===== config.mk =====
export PLATFORM = sky130hd
export DESIGN_NAME = tcw_ctrl
export DESIGN_NICKNAME = d
export VERILOG_FILES = /design/src/sv/tcw_pkg.sv /design/src/sv/tcw_ctrl.sv
export SDC_FILE = /design/constraint.sdc
export NUM_CORES = 1
export LEC_CHECK = 0
export BUFFER_PORTS_ARGS = -buffer_cell sky130_fd_sc_hd__buf_2
export CAP_MARGIN = 10
export CELL_PAD_IN_SITES_DETAIL_PLACEMENT = 1
export CELL_PAD_IN_SITES_GLOBAL_PLACEMENT = 1
export CORE_AREA = 2 2 39 41
export CTS_CLUSTER_DIAMETER = 30
export DETAILED_ROUTE_END_ITERATION = 10
export DIE_AREA = 0 0 41 43
export PLACE_DENSITY = 0.59
export SYNTH_ARGS = -nofsm -noshare
export SYNTH_HDL_FRONTEND = slang
export SYNTH_SLANG_ARGS = --single-unit

===== constraint.sdc =====
create_clock -name clk -period 2.49 [get_ports clk]
set_clock_uncertainty 0.05 [all_clocks]
set_input_delay 0 -clock clk [delete_from_list [all_inputs] [get_ports clk]]
set_output_delay 0 -clock clk [all_outputs]
set_load 0.01 [all_outputs]

===== src/sv/tcw_pkg.sv =====
package tcw_pkg;

  localparam int NUM_COLUMNS = 80;
  localparam int NUM_LINES   = 25;
  localparam int TOTAL_CELLS = NUM_COLUMNS * NUM_LINES;

  // payload field widths
  localparam int REQ_W    = 2;
  localparam int CHAR_W   = 8;
  localparam int IDX_W    = 11;
  localparam int CURSOR_W = 11;

  localparam int ADDR_W  = $clog2(TOTAL_CELLS);
  localparam int NXT_W   = ADDR_W + 1;
  localparam int RD_W    = $clog2(TOTAL_CELLS + NUM_COLUMNS + 1);
  localparam int COL_W   = $clog2(NUM_COLUMNS);
  localparam int RANGE_W = (IDX_W > NXT_W) ? IDX_W : NXT_W;

  // request codes
  localparam logic [REQ_W-1:0] REQ_PUT   = 2'd0;
  localparam logic [REQ_W-1:0] REQ_CLEAR = 2'd1;
  localparam logic [REQ_W-1:0] REQ_READ  = 2'd2;

  localparam logic [CHAR_W-1:0] CH_BACKSPACE = 8'd8;
  localparam logic [CHAR_W-1:0] CH_NEWLINE   = 8'd10;
  localparam logic [CHAR_W-1:0] CH_SPACE     = 8'h20;
  localparam logic [CHAR_W-1:0] FILL_RESET   = 8'h07;

  typedef struct packed {
    logic [CHAR_W-1:0] attr;
    logic [CHAR_W-1:0] glyph;
  } cell_t;

  localparam cell_t RESET_CELL = '{attr: FILL_RESET, glyph: CH_SPACE};

  typedef struct packed {
    logic take;          // item accepted this cycle
    logic fill_wr;       // write blank at sweep, step sweep
    logic fill_init;     // blank uses reset color
    logic scroll_prime;  // first read of the scroll copy
    logic scroll_wr;     // copy or blank at sweep, read ahead, step sweep
    logic load_out;      // load result register
  } cmd_t;

  typedef struct packed {
    logic is_clear;
    logic past_end;
    logic sweep_last;
    logic out_free;
  } sts_t;

endpackage


===== src/sv/tcw_ctrl.sv =====
module tcw_ctrl import tcw_pkg::*; (
  input  logic clk,
  input  logic rst,
  input  logic in_valid,
  output logic in_ready,
  input  sts_t sts,
  output cmd_t cmd
);

  typedef enum logic [2:0] {
    S_INIT,
    S_IDLE,
    S_PRIME,
    S_SCROLL,
    S_CLEAR,
    S_FINISH
  } state_t;

  state_t state;

  always_comb begin
    cmd      = '0;
    in_ready = 1'b0;
    unique case (state)
      S_INIT: begin
        cmd.fill_wr   = 1'b1;
        cmd.fill_init = 1'b1;
      end
      S_IDLE: begin
        in_ready = 1'b1;
        cmd.take = in_valid;
      end
      S_PRIME:  cmd.scroll_prime = 1'b1;
      S_SCROLL: cmd.scroll_wr    = 1'b1;
      S_CLEAR:  cmd.fill_wr      = 1'b1;
      S_FINISH: cmd.load_out     = sts.out_free;
      default: ;
    endcase
  end

  always_ff @(posedge clk) begin
    if (rst) begin
      state <= S_INIT;
    end else begin
      unique case (state)
        S_INIT: begin
          if (sts.sweep_last) state <= S_IDLE;
        end
        S_IDLE: begin
          if (in_valid) begin
            if (sts.is_clear)      state <= S_CLEAR;
            else if (sts.past_end) state <= S_PRIME;
            else                   state <= S_FINISH;
          end
        end
        S_PRIME: state <= S_SCROLL;
        S_SCROLL, S_CLEAR: begin
          if (sts.sweep_last) state <= S_FINISH;
        end
        S_FINISH: begin
          if (sts.out_free) state <= S_IDLE;
        end
        default: state <= S_INIT;
      endcase
    end
  end

endmodule


==> results.json, run 1 <==
{
  "status": "finished, final reports clean",
  "drv_cap": 0,
  "fmax_mhz": 726,
  "synth_xor_area_share_pct": 0,
  "tns_ns": 0,
  "muxShareOfSynthArea_pct": 4.17,
  "reg2regPathDepth": 3,
  "synth_top_family_by_area": "simple AND/OR/NAND/NOR gates",
  "worst_setup_path_end_kind": "output port",
  "final-seq-area_sq_um": 60.1,
  "fin_area_sq_um": 378,
  "cts_setup_buffers": 0,
  "synth-async-reset-ratio_pct": 0,
  "portBuffers": 13,
  "synthAdderAreaFrac_pct": 0,
  "track_usage_pct": 11.4,
  "routedWlPerCell_um": 11.2,
  "ctsResizeCount": 0,
  "cp.arrival_ns": 1.33,
  "synth.ff_latch_count": 3,
  "drt-total-wl_um": 727,
  "period_needed_ns": 1.38,
  "finalCritPeriodShare_pct": 55.3,
  "core.rowCount": 14,
  "final_nets": 57,
  "design.core.area_sq_um": 1380,
  "crit_path_cell_trace": "nor3b_2 -> and2_1 -> buf_2",
  "synth_top_area_share_pct": 22.2,
  "ir_worst_vdd_uv": 138,
  "antenna_left": 0,
  "ys_types": 23,
  "synth_edf_count": 0,
  "fill_cells": 178,
  "drive_gt1_share_pct": 36.7,
  "yosysTopAreaCell": "dfxtp_1",
  "worstMarginPinSlew_ns": 0.425,
  "route.detailed.drc": 0,
  "io_pins": 14,
  "drv_slew": 0,
  "dp_hpwl_um": 551,
  "relSlewSlack_pct": 71.7,
  "syn_nets": 41,
  "place_ws_ns": 1.13,
  "multi_input_area_sq_um": 193,
  "cts_tree": "yes",
  "grt_pass1_vias": 318,
  "yosysSeqAreaShare_pct": 22.2,
  "crit_buf_inv": 1,
  "dpl_cell_area_sq_um": 342,
  "clk_path_buf_depth": 2,
  "rsz0062_at_grt": "no",
  "synthFlopType": "dfxtp_1",
  "dr.pass1.iters": 1,
  "syn_inst": 34,
  "grt_max_degree": 14,
  "cts_sinks": 3,
  "yosysWarnings": 0,
  "largest_register": "state",
  "synth_area_per_cell_sq_um": 7.95,
  "cpPeakStageDelay_ns": 0.49,
  "synth_area_sq_um": 270,
  "setup_violations": 0,
  "largest_reg_flops": 3,
  "synth_area_leaders": "dfxtp_1, nor2b_1, or3b_1, a221oi_2, nand2b_1",
  "drtIter0Drc": 0,
  "critPathTopFamily": "flip-flops",
  "dr_total_vias": 292,
  "die_w_um": 41,
  "regToRegStartpoint": "state[1]",
  "antenna_cells": 0,
  "critPathLaunchType": "register",
  "fin_ws_ns": 1.11,
  "htree_levels": 1,
  "hold_path.class": "input pin to register",
  "cts-root-buf": "clkbuf_4",
  "reg2reg_setup_slack_ns": 1.14,
  "synth-simple-area-share_pct": 48.6,
  "grt_pass1_wl_mm": 1.30,
  "via_per_inst": 4.49,
  "syn2layout_area_growth_pct": 39.8,
  "min_to": "state[2]",
  "gp_congestion": 0.698,
  "cts_inserted_buffers": 3,
  "post-route-util_pct": 27.3,
  "dieArea_sq_um": 1760,
  "crit_type": "register to output port",
  "start_util_pct": 19.5,
  "hp-start": "sts[0]",
  "finalHoldViolCount": 0,
  "synth-compound-area-share_pct": 18.5,
  "antenna_found_initial": 0,
  "cp.required_ns": 2.44,
  "reg_top3": "state x3",
  "crit_path_top_delay_cell": "dfxtp_1",
  "grt-ovfl-total": 0,
  "synth_common_cells": "dfxtp_1, nor2_1, nor2b_1",
  "min_path_cells": 4,
  "clock_latency_ns": 0.25,
  "die_h_um": 43,
  "p_leak_nw": 0.169,
  "r2r_end": "state[0]",
  "cellPowerDensity_nw_per_um2": 606,
  "crit_path_max_fanout": 11,
  "clkTransAtPathRegs_ns": 0.04
}
## cell type report
cell class              count  share of cell area (%)
clock buffers               4                    6.95
inverters                   1                   0.993
well taps                  16                    5.30
repair buffers             14                    19.9
flip-flops and latches      3                    15.9
multi-input cells          27                    51.0
## cell families after synthesis
logic type / count (synthesis)
simple gates: 20
flops: 3
compound gates: 6
buf+inv: 4
mux: 1
## what timing repair did
action                                 in CTS  in global routing
setup endpoints to repair                   0                  0
hold buffers                                1                  0
endpoints found under the hold margin       1                  0
## layout by cell type (no fill, tap or decap), types with 2 or more instances in the layout
cell,instances
clkbuf_4,3
nor2_1,3
nor3_1,2
nand2_1,2
nor2b_1,3
dfxtp_1,3
nand2b_1,2
buf_2,13
or3b_1,2
## routing by layer
metal	share of wire [%]	track usage, %	routed length, um
met5	0	0	0
met4	3.4	12.0	25
met3	5.1	2.09	37
met2	48	15.6	351
met1	43	13.4	313
## report_power, final
| part | switching [W] | internal (W) |
|---|---|---|
| combinational | 0.0000314 | 0.0000364 |
| sequential | 0.0000150 | 0.0000539 |
| clock | 0.0000317 | 0.0000605 |
| total | 0.0000780 | 0.000151 |
## how the worst max path moves through the flow
stage	from	end	slack, ns	cells after the start
detailed placement	state[1]	state[0]	1.13	3
finish	state[0]	cmd[5]	1.11	3
floorplan	state[2]	state[0]	1.25	4
global placement	state[1]	state[0]	1.11	3
CTS	state[0]	cmd[5]	1.08	3
global route	state[0]	cmd[5]	1.00	3
## worst reg2reg max path, stage by stage (launching register included)
cell     delay [ns]
dfxtp_1        0.57
mux2_1         0.40
o22ai_1        0.14
a32o_1         0.14
## metrics by stage
stage / total power (W) / hold slack, ns / instances
after floorplan: 0.000112 / 0.0191 / 34
after global placement: 0.000137 / 0.148 / 60
after detailed placement: 0.000138 / 0.152 / 60
after CTS: 0.000235 / 0.0292 / 65
after global routing: 0.000245 / 0.0683 / 65
final: 0.000229 / 0.0307 / 65
(Power assumes the default switching activity.)
==> run 2: changes to the inputs <==
clock period = 1.4 ns   (was 2.49 ns; I/O delays follow)
==> run 2 against run 1 <==
Net effect:
- sequential share of layout area shrank 0.89 points
- design area is 6.0% higher
- worst hold slack improved by 0.024 ns
- combinational power grew 120%
- first-iteration DRC count increased by 10
- power up 81%
- clock power up 67%
- non-clock buffer count increased by 3
- global-route usage shrank 1.1 points
- wire length up 3.6%
- core utilization rose by 1.6 points
- critical path depth is the same
- largest cell class unchanged
- highest routed layer is now met3
==> results.json, run 2 (synthesized netlist as in run 1, its figures left out) <==
{
  "crit_path_cell_trace": "buf_4 -> nor3b_1 -> buf_2",
  "setup_violations": 0,
  "clkPwrFrac_pct": 37.1,
  "die_h_um": 43,
  "tns_ns": 0,
  "finalNonFillerCells": 68,
  "relSlewSlack_pct": 81.5,
  "finalCritPeriodShare_pct": 91.3,
  "route.detailed.drc": 0,
  "cellPowerDensity_nw_per_um2": 1040,
  "clkTransAtPathRegs_ns": 0.04,
  "gp_congestion": 0.750,
  "largest_reg_flops": 3,
  "ir_worst_vdd_uv": 355,
  "cp.required_ns": 1.35,
  "io_pins": 14,
  "crit_type": "register to output port",
  "p_leak_nw": 0.185,
  "grt_max_degree": 10,
  "p_int_w": 0.000279,
  "drt-total-wl_um": 753,
  "worst_setup_path_end_kind": "output port",
  "hold_path.class": "input pin to register",
  "period_needed_ns": 1.28,
  "fill_cells": 182,
  "htree_levels": 1,
  "final-seq-area_sq_um": 60.1,
  "grt-ovfl-total": 0,
  "critPathTopFamily": "flip-flops",
  "dp_cells": 63,
  "grt_pass1_wl_mm": 1.24,
  "grt_pass1_vias": 307,
  "cts_sinks": 3,
  "cts-root-buf": "clkbuf_4",
  "dr_total_vias": 312,
  "antenna_found_initial": 0,
  "largest_register": "state",
  "cts_tree": "yes",
  "fmax_mhz": 782,
  "clock_latency_ns": 0.23,
  "clk_path_buf_depth": 2,
  "track_usage_pct": 10.3,
  "switching_power_w": 0.000136,
  "drive_gt1_share_pct": 40.4,
  "crit_cells": 3,
  "critPathLaunchType": "register",
  "dp_hpwl_um": 595,
  "syn2layout_area_growth_pct": 48.1,
  "reg2regPathDepth": 4,
  "drtIter0Drc": 10,
  "worstMarginPinSlew_ns": 0.278,
  "drv_cap": 0,
  "antenna_left": 0,
  "rsz0062_at_grt": "no",
  "status": "finished, final reports clean",
  "power_w": 0.000415,
  "design.core.area_sq_um": 1380,
  "die_w_um": 41,
  "start_util_pct": 19.5,
  "antenna_cells": 0,
  "cp.arrival_ns": 1.23,
  "portBuffers": 13,
  "crit_path_max_fanout": 9,
  "via_per_inst": 4.59,
  "min_path_cells": 4,
  "drv_slew": 0,
  "seqPwrFrac_pct": 27.3,
  "multi_input_area_sq_um": 193,
  "holdWs_ns": 0.0550,
  "final_common_cell": "buf_2",
  "finalHoldViolCount": 0,
  "cts_inserted_buffers": 3,
  "reg_top3": "state x3",
  "crit_buf_inv": 2,
  "combPwrFrac_pct": 35.7,
  "core.rowCount": 14,
  "dieArea_sq_um": 1760,
  "crit_path_top_delay_cell": "dfxtp_1",
  "final_nets": 60,
  "dr.pass1.iters": 4,
  "cpPeakStageDelay_ns": 0.47,
  "cts_setup_buffers": 0,
  "switching_share_pct": 32.7,
  "routedWlPerCell_um": 11.1
}
run 2: cell types whose count changed in the layout (fill, tap and decap cells not counted), sizes merged:
cell / previous run / this run
buf: 13 / 16
run 2: metrics by stage:
stage | util [%] | instance area (sq um) | worst slack, ns
3_5_place_dp | 26.3 | 364 | 0.175
4_1_cts | 28.9 | 400 | 0.115
3_3_place_gp | 26.3 | 364 | 0.186
5_1_grt | 28.9 | 400 | 0.0132
6_report | 28.9 | 400 | 0.121
2_1_floorplan | - | 270 | 0.157
run 2: cell type report:
type | instances | area share (%)
tap | 16 | 5.00
timing repair buffer | 17 | 24.4
multi-input combinational | 27 | 48.1
sequential | 3 | 15.0
clock buffer | 4 | 6.56
inverter | 1 | 0.938
run 2: worst paths after layout:
path / from / endpoint / slack, ns
hold reg to reg: state[2] / state[1] / 0.47
setup reg to reg: state[0] / state[0] / 0.18
hold / removal: sts[0] / state[2] / 0.06
setup / recovery: state[1] / cmd[2] / 0.12
run 2: worst reg2reg max path, cell delays in order (launching register included):
cell and delay [ns]:
dfxtp_1 0.35, buf_4 0.18, nor3_1 0.22, a221oi_2 0.06, a32o_1 0.25
run 2: power by group through the flow:
stage	sequential [W]	clock [W]	combinational [W]
finish	0.000113	0.000154	0.000148
global route	0.000115	0.000170	0.000164
CTS	0.000113	0.000161	0.000151
detailed placement	0.000114	0	0.000148
global placement	0.000115	0	0.000147
floorplan	0.000100	0	0.0000991
run 2: repair_timing:
| item | 4_1_cts | 5_1_grt |
|---|---|---|
| setup endpoints to repair | 0 | 0 |
| resized for setup | 0 | 0 |
| hold buffers | 1 | 0 |
| endpoints found under the hold margin | 1 | 0 |
run 2: routing by layer:
metal	track usage, %	part of all wire [%]
met3	1.57	2.8
met4	8.00	0
met2	14.1	47
met1	13.7	50
met5	0	0
